### src/rtl/multi_key_debounce_press_events_core_macros.svh
// Assertion helpers for the key debouncer; they expect clk and rst in scope.
`ifndef MULTI_KEY_DEBOUNCE_PRESS_EVENTS_CORE_MACROS_SVH
`define MULTI_KEY_DEBOUNCE_PRESS_EVENTS_CORE_MACROS_SVH

// Same-cycle implication
`define MKDPE_ASSERT_NOW(label, ante, cons) \
  label: assert property (@(posedge clk) disable iff (rst) (ante) |-> (cons)) \
    else $error("debouncer assertion failed (same cycle)");

// Next-cycle implication
`define MKDPE_ASSERT_NEXT(label, ante, cons) \
  label: assert property (@(posedge clk) disable iff (rst) (ante) |=> (cons)) \
    else $error("debouncer assertion failed (next cycle)");

`endif

### src/rtl/mkdpe_pkg.sv
package mkdpe_pkg;

  // Key count is fixed by the six pin and enable bits
  localparam int NUM_KEYS = 6;
  localparam int KEY_W    = $clog2(NUM_KEYS + 1);
  localparam int TIME_W   = 32;
  localparam int DEB_W    = 16;

  // Operation codes
  localparam logic OP_SCAN = 1'b0;
  localparam logic OP_TAKE = 1'b1;

  // Configuration register indexes
  localparam logic REG_DEBOUNCE_MS = 1'b0;
  localparam logic REG_KEY_ENABLE  = 1'b1;

  // Reset values of the configuration registers
  localparam logic [DEB_W-1:0]    DEBOUNCE_RESET = DEB_W'(30);
  localparam logic [NUM_KEYS-1:0] ENABLE_RESET   = '1;

  // Per-key status passed from a lane to the merge stage
  typedef struct packed {
    logic stable_next;  // debounced level after the current transaction
    logic pending;      // press waiting to be taken (before this transaction)
  } lane_stat_t;

endpackage

### src/rtl/mkdpe_lane.sv
module mkdpe_lane (
  input  logic                        clk,
  input  logic                        rst,
  input  logic                        scan,
  input  logic                        take_clr,
  input  logic                        pressed,
  input  logic [mkdpe_pkg::TIME_W-1:0] now_ms,
  input  logic [mkdpe_pkg::DEB_W-1:0]  debounce_ms,
  output mkdpe_pkg::lane_stat_t       stat
);
  import mkdpe_pkg::*;

  logic              stable;
  logic              stable_next;
  logic              pending;
  logic              pending_next;
  logic [TIME_W-1:0] change_start;
  logic [TIME_W-1:0] change_start_next;
  logic [TIME_W-1:0] elapsed;

  // Elapsed time since the change was first seen, modulo 2^32
  assign elapsed = now_ms - change_start;

  // Debounce decision for one key
  always_comb begin
    stable_next       = stable;
    pending_next      = pending;
    change_start_next = change_start;
    if (scan) begin
      if (pressed != stable) begin
        if (change_start == '0) begin
          change_start_next = now_ms;
        end else if (elapsed >= TIME_W'(debounce_ms)) begin
          stable_next       = pressed;
          change_start_next = '0;
          if (pressed) begin
            pending_next = 1'b1;
          end
        end
      end else begin
        change_start_next = '0;
      end
    end else if (take_clr) begin
      pending_next = 1'b0;
    end
  end

  always_ff @(posedge clk) begin
    if (rst) begin
      stable       <= 1'b0;
      pending      <= 1'b0;
      change_start <= '0;
    end else begin
      stable       <= stable_next;
      pending      <= pending_next;
      change_start <= change_start_next;
    end
  end

  assign stat.stable_next = stable_next;
  assign stat.pending     = pending;

endmodule

### src/rtl/mkdpe_merge.sv
module mkdpe_merge (
  input  mkdpe_pkg::lane_stat_t [mkdpe_pkg::NUM_KEYS-1:0] stat,
  output logic [mkdpe_pkg::NUM_KEYS-1:0]                  take_sel,
  output logic                                            take_found,
  output logic [mkdpe_pkg::KEY_W-1:0]                     take_key,
  output logic [mkdpe_pkg::NUM_KEYS-1:0]                  mask,
  output logic [mkdpe_pkg::KEY_W-1:0]                     active
);
  import mkdpe_pkg::*;

  // Lowest-index pending press and lowest stably pressed key
  always_comb begin
    take_sel   = '0;
    take_found = 1'b0;
    take_key   = '0;
    mask       = '0;
    active     = KEY_W'(NUM_KEYS);
    for (int i = NUM_KEYS - 1; i >= 0; i--) begin
      mask[i] = stat[i].stable_next;
      if (stat[i].stable_next) begin
        active = KEY_W'(i);
      end
      if (stat[i].pending) begin
        take_found = 1'b1;
        take_key   = KEY_W'(i);
      end
    end
    if (take_found) begin
      take_sel[take_key] = 1'b1;
    end
  end

endmodule

### src/rtl/multi_key_debounce_press_events_core.sv
// Each result is registered and presented in the cycle after its transaction.
// Throughput: one transaction per cycle unless out_ready stalls; all six key
// lanes update together; the output register refills as the old one is taken.
// Reset (rst, synchronous): keys released, no timing, no pending presses,
// debounce_ms = 30, key_enable = all ones, no result held.
`include "multi_key_debounce_press_events_core_macros.svh"

module multi_key_debounce_press_events_core (
  input  logic                              clk,
  input  logic                              rst,
  // configuration
  input  logic                              cfg_we,
  input  logic                              cfg_index,
  input  logic [mkdpe_pkg::DEB_W-1:0]       cfg_data,
  // input channel
  input  logic                              in_valid,
  output logic                              in_ready,
  input  logic                              op,
  input  logic [mkdpe_pkg::TIME_W-1:0]      now_ms,
  input  logic [mkdpe_pkg::NUM_KEYS-1:0]    pin_levels,
  // output channel
  output logic                              out_valid,
  input  logic                              out_ready,
  output logic [mkdpe_pkg::NUM_KEYS-1:0]    stable_mask,
  output logic [mkdpe_pkg::KEY_W-1:0]       active_key,
  output logic                              event_valid,
  output logic [mkdpe_pkg::KEY_W-1:0]       event_key
);
  import mkdpe_pkg::*;

  logic [DEB_W-1:0]    debounce_ms;
  logic [NUM_KEYS-1:0] key_enable;

  logic                in_fire;
  logic                scan;
  logic                take;
  lane_stat_t [NUM_KEYS-1:0] stat;
  logic [NUM_KEYS-1:0] pending_vec;
  logic [NUM_KEYS-1:0] take_sel;
  logic                take_found;
  logic [KEY_W-1:0]    take_key;
  logic [NUM_KEYS-1:0] mask;
  logic [KEY_W-1:0]    active;

  // Configuration registers
  always_ff @(posedge clk) begin
    if (rst) begin
      debounce_ms <= DEBOUNCE_RESET;
      key_enable  <= ENABLE_RESET;
    end else if (cfg_we) begin
      case (cfg_index)
        REG_DEBOUNCE_MS: debounce_ms <= cfg_data;
        REG_KEY_ENABLE:  key_enable  <= cfg_data[NUM_KEYS-1:0];
        default:         ;
      endcase
    end
  end

  // Handshake: new transaction whenever the output slot is free or draining
  assign in_ready = !out_valid || out_ready;
  assign in_fire  = in_valid && in_ready;
  assign scan     = in_fire && (op == OP_SCAN);
  assign take     = in_fire && (op == OP_TAKE);

  // One lane per key
  for (genvar g = 0; g < NUM_KEYS; g++) begin : g_lane
    mkdpe_lane u_lane (
      .clk         (clk),
      .rst         (rst),
      .scan        (scan),
      .take_clr    (take && take_sel[g]),
      .pressed     (key_enable[g] && !pin_levels[g]),
      .now_ms      (now_ms),
      .debounce_ms (debounce_ms),
      .stat        (stat[g])
    );
    assign pending_vec[g] = stat[g].pending;
  end

  mkdpe_merge u_merge (
    .stat       (stat),
    .take_sel   (take_sel),
    .take_found (take_found),
    .take_key   (take_key),
    .mask       (mask),
    .active     (active)
  );

  // Output register
  always_ff @(posedge clk) begin
    if (rst) begin
      out_valid <= 1'b0;
    end else if (in_fire) begin
      out_valid <= 1'b1;
    end else if (out_ready) begin
      out_valid <= 1'b0;
    end
  end

  always_ff @(posedge clk) begin
    if (in_fire) begin
      stable_mask <= mask;
      active_key  <= active;
      event_valid <= take && take_found;
      event_key   <= take ? take_key : '0;
    end
  end

  // Checks
  `MKDPE_ASSERT_NEXT(a_fire_gives_result, in_fire, out_valid)
  `MKDPE_ASSERT_NOW(a_active_matches_mask, out_valid,
    (stable_mask == '0) == (active_key == KEY_W'(NUM_KEYS)))
  `MKDPE_ASSERT_NOW(a_event_key_range, out_valid && event_valid,
    event_key < KEY_W'(NUM_KEYS))
  `MKDPE_ASSERT_NEXT(a_take_clears_one, take && take_found,
    $countones(pending_vec) + 1 == $past($countones(pending_vec)))

endmodule

### config.mk
export PLATFORM = sky130hd
export DESIGN_NAME = multi_key_debounce_press_events_core
export DESIGN_NICKNAME = d
export VERILOG_FILES = /design/src/rtl/mkdpe_pkg.sv /design/src/rtl/mkdpe_lane.sv /design/src/rtl/mkdpe_merge.sv /design/src/rtl/multi_key_debounce_press_events_core.sv
export VERILOG_INCLUDE_DIRS = /design/src /design/src/rtl
export SDC_FILE = /design/constraint.sdc
export NUM_CORES = 1
export LEC_CHECK = 0
export BUFFER_PORTS_ARGS = -buffer_cell sky130_fd_sc_hd__clkbuf_2
export CAP_MARGIN = 10
export CORE_ASPECT_RATIO = 0.6
export CORE_MARGIN = 3
export CORE_UTILIZATION = 31
export DETAILED_ROUTE_END_ITERATION = 10
export GPL_TIMING_DRIVEN = 0
export SYNTH_ARGS = -nofsm -noshare
export SYNTH_HDL_FRONTEND = slang
export SYNTH_HIERARCHICAL = 1
export SYNTH_SLANG_ARGS = --single-unit
export TNS_END_PERCENT = 100
### constraint.sdc
create_clock -name clk -period 15.73 [get_ports clk]
set_input_delay 3.146 -clock clk [delete_from_list [all_inputs] [get_ports clk]]
set_output_delay 3.146 -clock clk [all_outputs]
set_load 0.02 [all_outputs]
==> impl.org <==
** STA
- The worst path uses 53.13% of the clock period.
- Setup repair after global routing left no endpoint under its margin.
- For this run, the top clock speed supported by timing is 0.1197 GHz.
- Final WS setup :: 7372 ps
- The final-report hold violation count was 0.
- Setup total negative slack on the finished layout was measured at 0 ps.
- Across all hold checks on the routed design, the worst slack comes to 476.5 ps.
- The number of pins exceeding their max-slew limit in the final report is 0.
- On the final layout, the worst clock skew is 36.92 ps.
- Shortest clock period the worst path allows after layout :: 8358 ps
- Final setup violating endpoints :: 0
- Headroom to the max-slew limit came out at 26.61%.
- Measured slew at the worst slew-check pin :: 1099 ps

** Synth
- EDFF count, synth :: 13
- Post-synth top area cell :: dfxtp_1
- Synthesized flop and latch total :: 240
- Post-synthesis sequential area ratio :: 19.18%
- The most used flip-flop cell after synthesis is dfxtp_1.
- In the synthesized netlist the async set-or-reset flop fraction comes to 0%.
- Top cells by area, synth :: dfxtp_1, ha_1, a21oi_1, inv_1, a22o_1
- After synthesis, the mean cell area works out to 7.626 µm².
- After technology mapping, the gate count stands at 3,374.
- Net count after synthesis :: 3,723
- Share of the synthesized area in the top cell type :: 17.66%
- Cell area after synthesis :: 25,730 µm²
- Number of different library cells in the post-synthesis netlist :: 107
- Synth warnings :: 6

** Clocking
- TritonCTS clock tree :: built
- The tree is rooted in a clkbuf_16.
- Clock transition at the register clock pins on the worst setup and hold paths after CTS :: 60 ps
- After clock tree synthesis, the repair step resized 0 gates.
- Hold repair after CTS inserted 0 buffers.
- No sink is reached through more buffers than the 3 on the longest clock path.
- Insertion delay of the later-clocked pin in the worst-skew pair :: 600 ps
- Sink count of the clock tree :: 240
- In this run the number of H-tree levels came out at 1.
- Post-CTS Setup Bufs :: 0
- CTS Buf Count :: 27

** Floorplanning
- Core outline area :: 81,890 µm²
- Top-level I/O count :: 76
- Overall die width :: 377.9 µm
- Rows :: 81
- The floorplan step defined a die boundary enclosing 86,600 µm².
- For this configuration, the core starts out at a cell density of 31.42%.
- Die height :: 229.2 µm

** Pwr
- The design draws 2.537 mW.
- Internal power consumption :: 1.461 mW
- Summed over all nets, the switching power comes to 1.076 mW.
- Standby leakage power :: 10.74 nW
- The clock network is responsible for 25.4% of the overall power.
- Across the VDD grid, the largest voltage drop is 0.07354 mV.
- In this run, flip-flops and latches consume 28.4% of the power.
- Switching portion of total power :: 42.42%
- The share of total power dissipated in combinational logic is 46.2%.
- Power per cell area :: 89.43 nW/µm²

** Final layout
- Fraction of final layout cells sized beyond drive strength 1 :: 9.309%
- Most used cells in the layout excluding fill and tap cells :: inv_1, a21oi_1, ha_1, nand2_1, dfxtp_1
- Excluding fillers, the count of instances in the completed layout stands at 4,582.
- At the end of the flow the core is filled with cells to 34.64%.
- Layout area overhead :: 10.26%
- Post-layout net count :: 3,832
- The library cell used most frequently in the layout, excluding fill and tap cells, is inv_1.
- Non-Filler Cell Area, Final :: 28,370 µm²

** Worst setup path
- Origin of the worst setup path :: now_ms[0]
- STA puts the critical path data required time at 16,070 ps.
- In this run the critical register-to-register path is captured at active_key[1]$_DFFE_PP_.
- Start-to-end type of the worst setup path :: in -> reg
- Critical path launch point type :: input pin
- Critical path arrival :: 8700 ps
- Endpoint of the worst setup timing path :: active_key[1]$_DFFE_PP_
- For this run, the slowest stage of the critical path takes 420 ps.
- STA classifies the critical path endpoint as a flip-flop.
- Among cell families on the critical path, the largest total delay comes from compound AO/OA/AOI/OAI gates.
- Counting both buffers and inverters, the worst setup path holds a total of 3.
- Reg-to-Reg Start :: g_lane[3].u_lane/change_start[0]$_SDFFE_PP0P_
- Counting buffers and inverters, the worst setup path is 21 cells deep.
- The signal on the critical path passes through clkbuf_2 -> inv_1 -> ha_1 -> fa_1 -> nand2b_1 -> a21oi_1 -> o21a_1 -> a41o_1 -> xor2_1 -> ha_1 -> nand4_1 -> nor3_1 -> a2111oi_0 -> o311ai_0 -> nor4_1 -> and3_1 -> nand4_1 -> o31ai_1 -> mux2_1 -> buf_4 -> o31a_1.
- The number of cells on the worst reg-to-reg path is 19.
- For flop-to-flop paths, the worst setup slack is 10,050 ps.
- Largest fanout of any net on the critical path :: 13
- Slowest stage cell, crit path :: mux2_1

** Routing
- For this block, the routed nets add up to 100,500 µm of wire.
- WL per Instance :: 21.94 µm
- Number of detailed-route iterations in the first pass :: 7
- Using the TritonRoute via totals, the vias-per-cell ratio works out to 5.840.
- Vias :: 26,760
- In this run, the number of DRC markers left after iteration 0 of detailed routing was 3,080.
- In this run the remaining antenna-violating nets after routing total 0.
- Remaining routing DRC violations :: 0

** Place
- At the placement stage, the worst setup path has a slack of 6900 ps.
- HPWL after DPL :: 77,500 µm
- At the end of routability-driven placement, the weighted congestion stood at 0.9881.
- Input and output buffers added on the ports amount to 75.
- Summing all placed instances gives a cell area of 27,500 µm².
- After detailed placement, the design holds a cell count of 4,532.

** GRT
- Antenna violations before repair :: 6
- Vias in the first global route :: 23,870
- Largest net degree at the start of global routing :: 26
- Global route total overflow :: 0
- The first global-routing pass estimated 150,800 µm of wire.
- Total Routing Usage GR :: 22.37%

** Job
- Across the run, the number of max-cap violations was 0.

** Hold path
- Hold Path Class :: reg -> reg

** Run status
- The run finished with clean final reports.
[power groups by stage]
| stage | clock network (mW) | logic (mW) | registers [mW] |
|---|---|---|---|
| floorplan | 0 | 0.812 | 0.716 |
| global placement | 0 | 1.13 | 0.732 |
| detailed placement | 0 | 1.13 | 0.731 |
| CTS | 0.659 | 1.14 | 0.719 |
| global route | 0.687 | 1.29 | 0.725 |
| finish | 0.645 | 1.17 | 0.720 |
[logic make-up (layout without fill, tap and decap cells)]
| logic type | after synthesis | in the layout | synth area share (%) |
|---|---|---|---|
| compound gates | 1103 | 1103 | 30.50 |
| simple gates | 1072 | 1072 | 21.81 |
| buf+inv | 511 | 639 | 8.583 |
| fa+ha+maj | 288 | 288 | 14.18 |
| flops | 240 | 240 | 19.18 |
| xor+xnor | 113 | 113 | 3.847 |
| mux | 47 | 47 | 1.906 |
| other cells | 0 | 1 | 0 |
[sequential cells by signal, indices dropped and copies added, names as in the netlist, 3 cells and up]
signal,flops
g_lane.u_lane/change_start,192
debounce_ms,16
g_lane.u_lane/pending,6
g_lane.u_lane/stable,6
key_enable,6
stable_mask,6
active_key,3
event_key,3
[layout make-up]
class	count	area (µm²)
Buffer	177	954.7
Inverter	334	1254
Multi-Input combinational cell	2623	18600
Timing Repair Buffer	80	409.1
Tap cell	1079	1350
Clock buffer	33	728.2
Sequential cell	240	4935
Antenna cell	1	2.502
Fill cell	8799	53520
Clock inverter	15	137.6
[synthesized netlist by cell type (83+ instances only)]
master / number
inv_1: 333
nand2_1: 258
nand4_1: 86
o21ai_0: 110
a22o_1: 134
dfxtp_1: 227
a21o_1: 83
clkbuf_1: 101
ha_1: 282
nor2_1: 218
a21oi_1: 307
nor3_1: 107
[worst min-delay path by stage]
stage                     slack, ps                                      startpoint                                        endpoint  cells past startpoint
after floorplan                 430           g_lane[0].u_lane/pending$_SDFFE_PP0P_           g_lane[0].u_lane/pending$_SDFFE_PP0P_                      2
after global placement          450           g_lane[2].u_lane/pending$_SDFFE_PP0P_           g_lane[2].u_lane/pending$_SDFFE_PP0P_                      2
after detailed placement        450           g_lane[4].u_lane/pending$_SDFFE_PP0P_           g_lane[4].u_lane/pending$_SDFFE_PP0P_                      2
after CTS                       480           g_lane[4].u_lane/pending$_SDFFE_PP0P_           g_lane[4].u_lane/pending$_SDFFE_PP0P_                      2
after global routing            490  g_lane[1].u_lane/change_start[28]$_SDFFE_PP0P_  g_lane[1].u_lane/change_start[28]$_SDFFE_PP0P_                      2
final                           480           g_lane[4].u_lane/pending$_SDFFE_PP0P_           g_lane[4].u_lane/pending$_SDFFE_PP0P_                      2
[worst register-to-register path, delay by kind of cell, from the launching register on]
family / cells / cell delay (ps)
flops: 1 / 370
fa+ha+maj: 3 / 910
buf+inv: 1 / 170
mux: 1 / 420
simple gates: 6 / 1200
xor+xnor: 1 / 270
compound gates: 7 / 2120
[routing by layer]
metal	wire [µm]	vias to the layer above	share of wire [%]	track usage (%)
met4	2163	6	2.2	4.094
met2	36270	1259	36	28.82
li1	-	12720	-	-
met3	13260	109	13	7.352
met1	48800	12660	49	35.09
met5	37	-	0.037	0
Note: power is estimated with default switching activity, not from simulation.
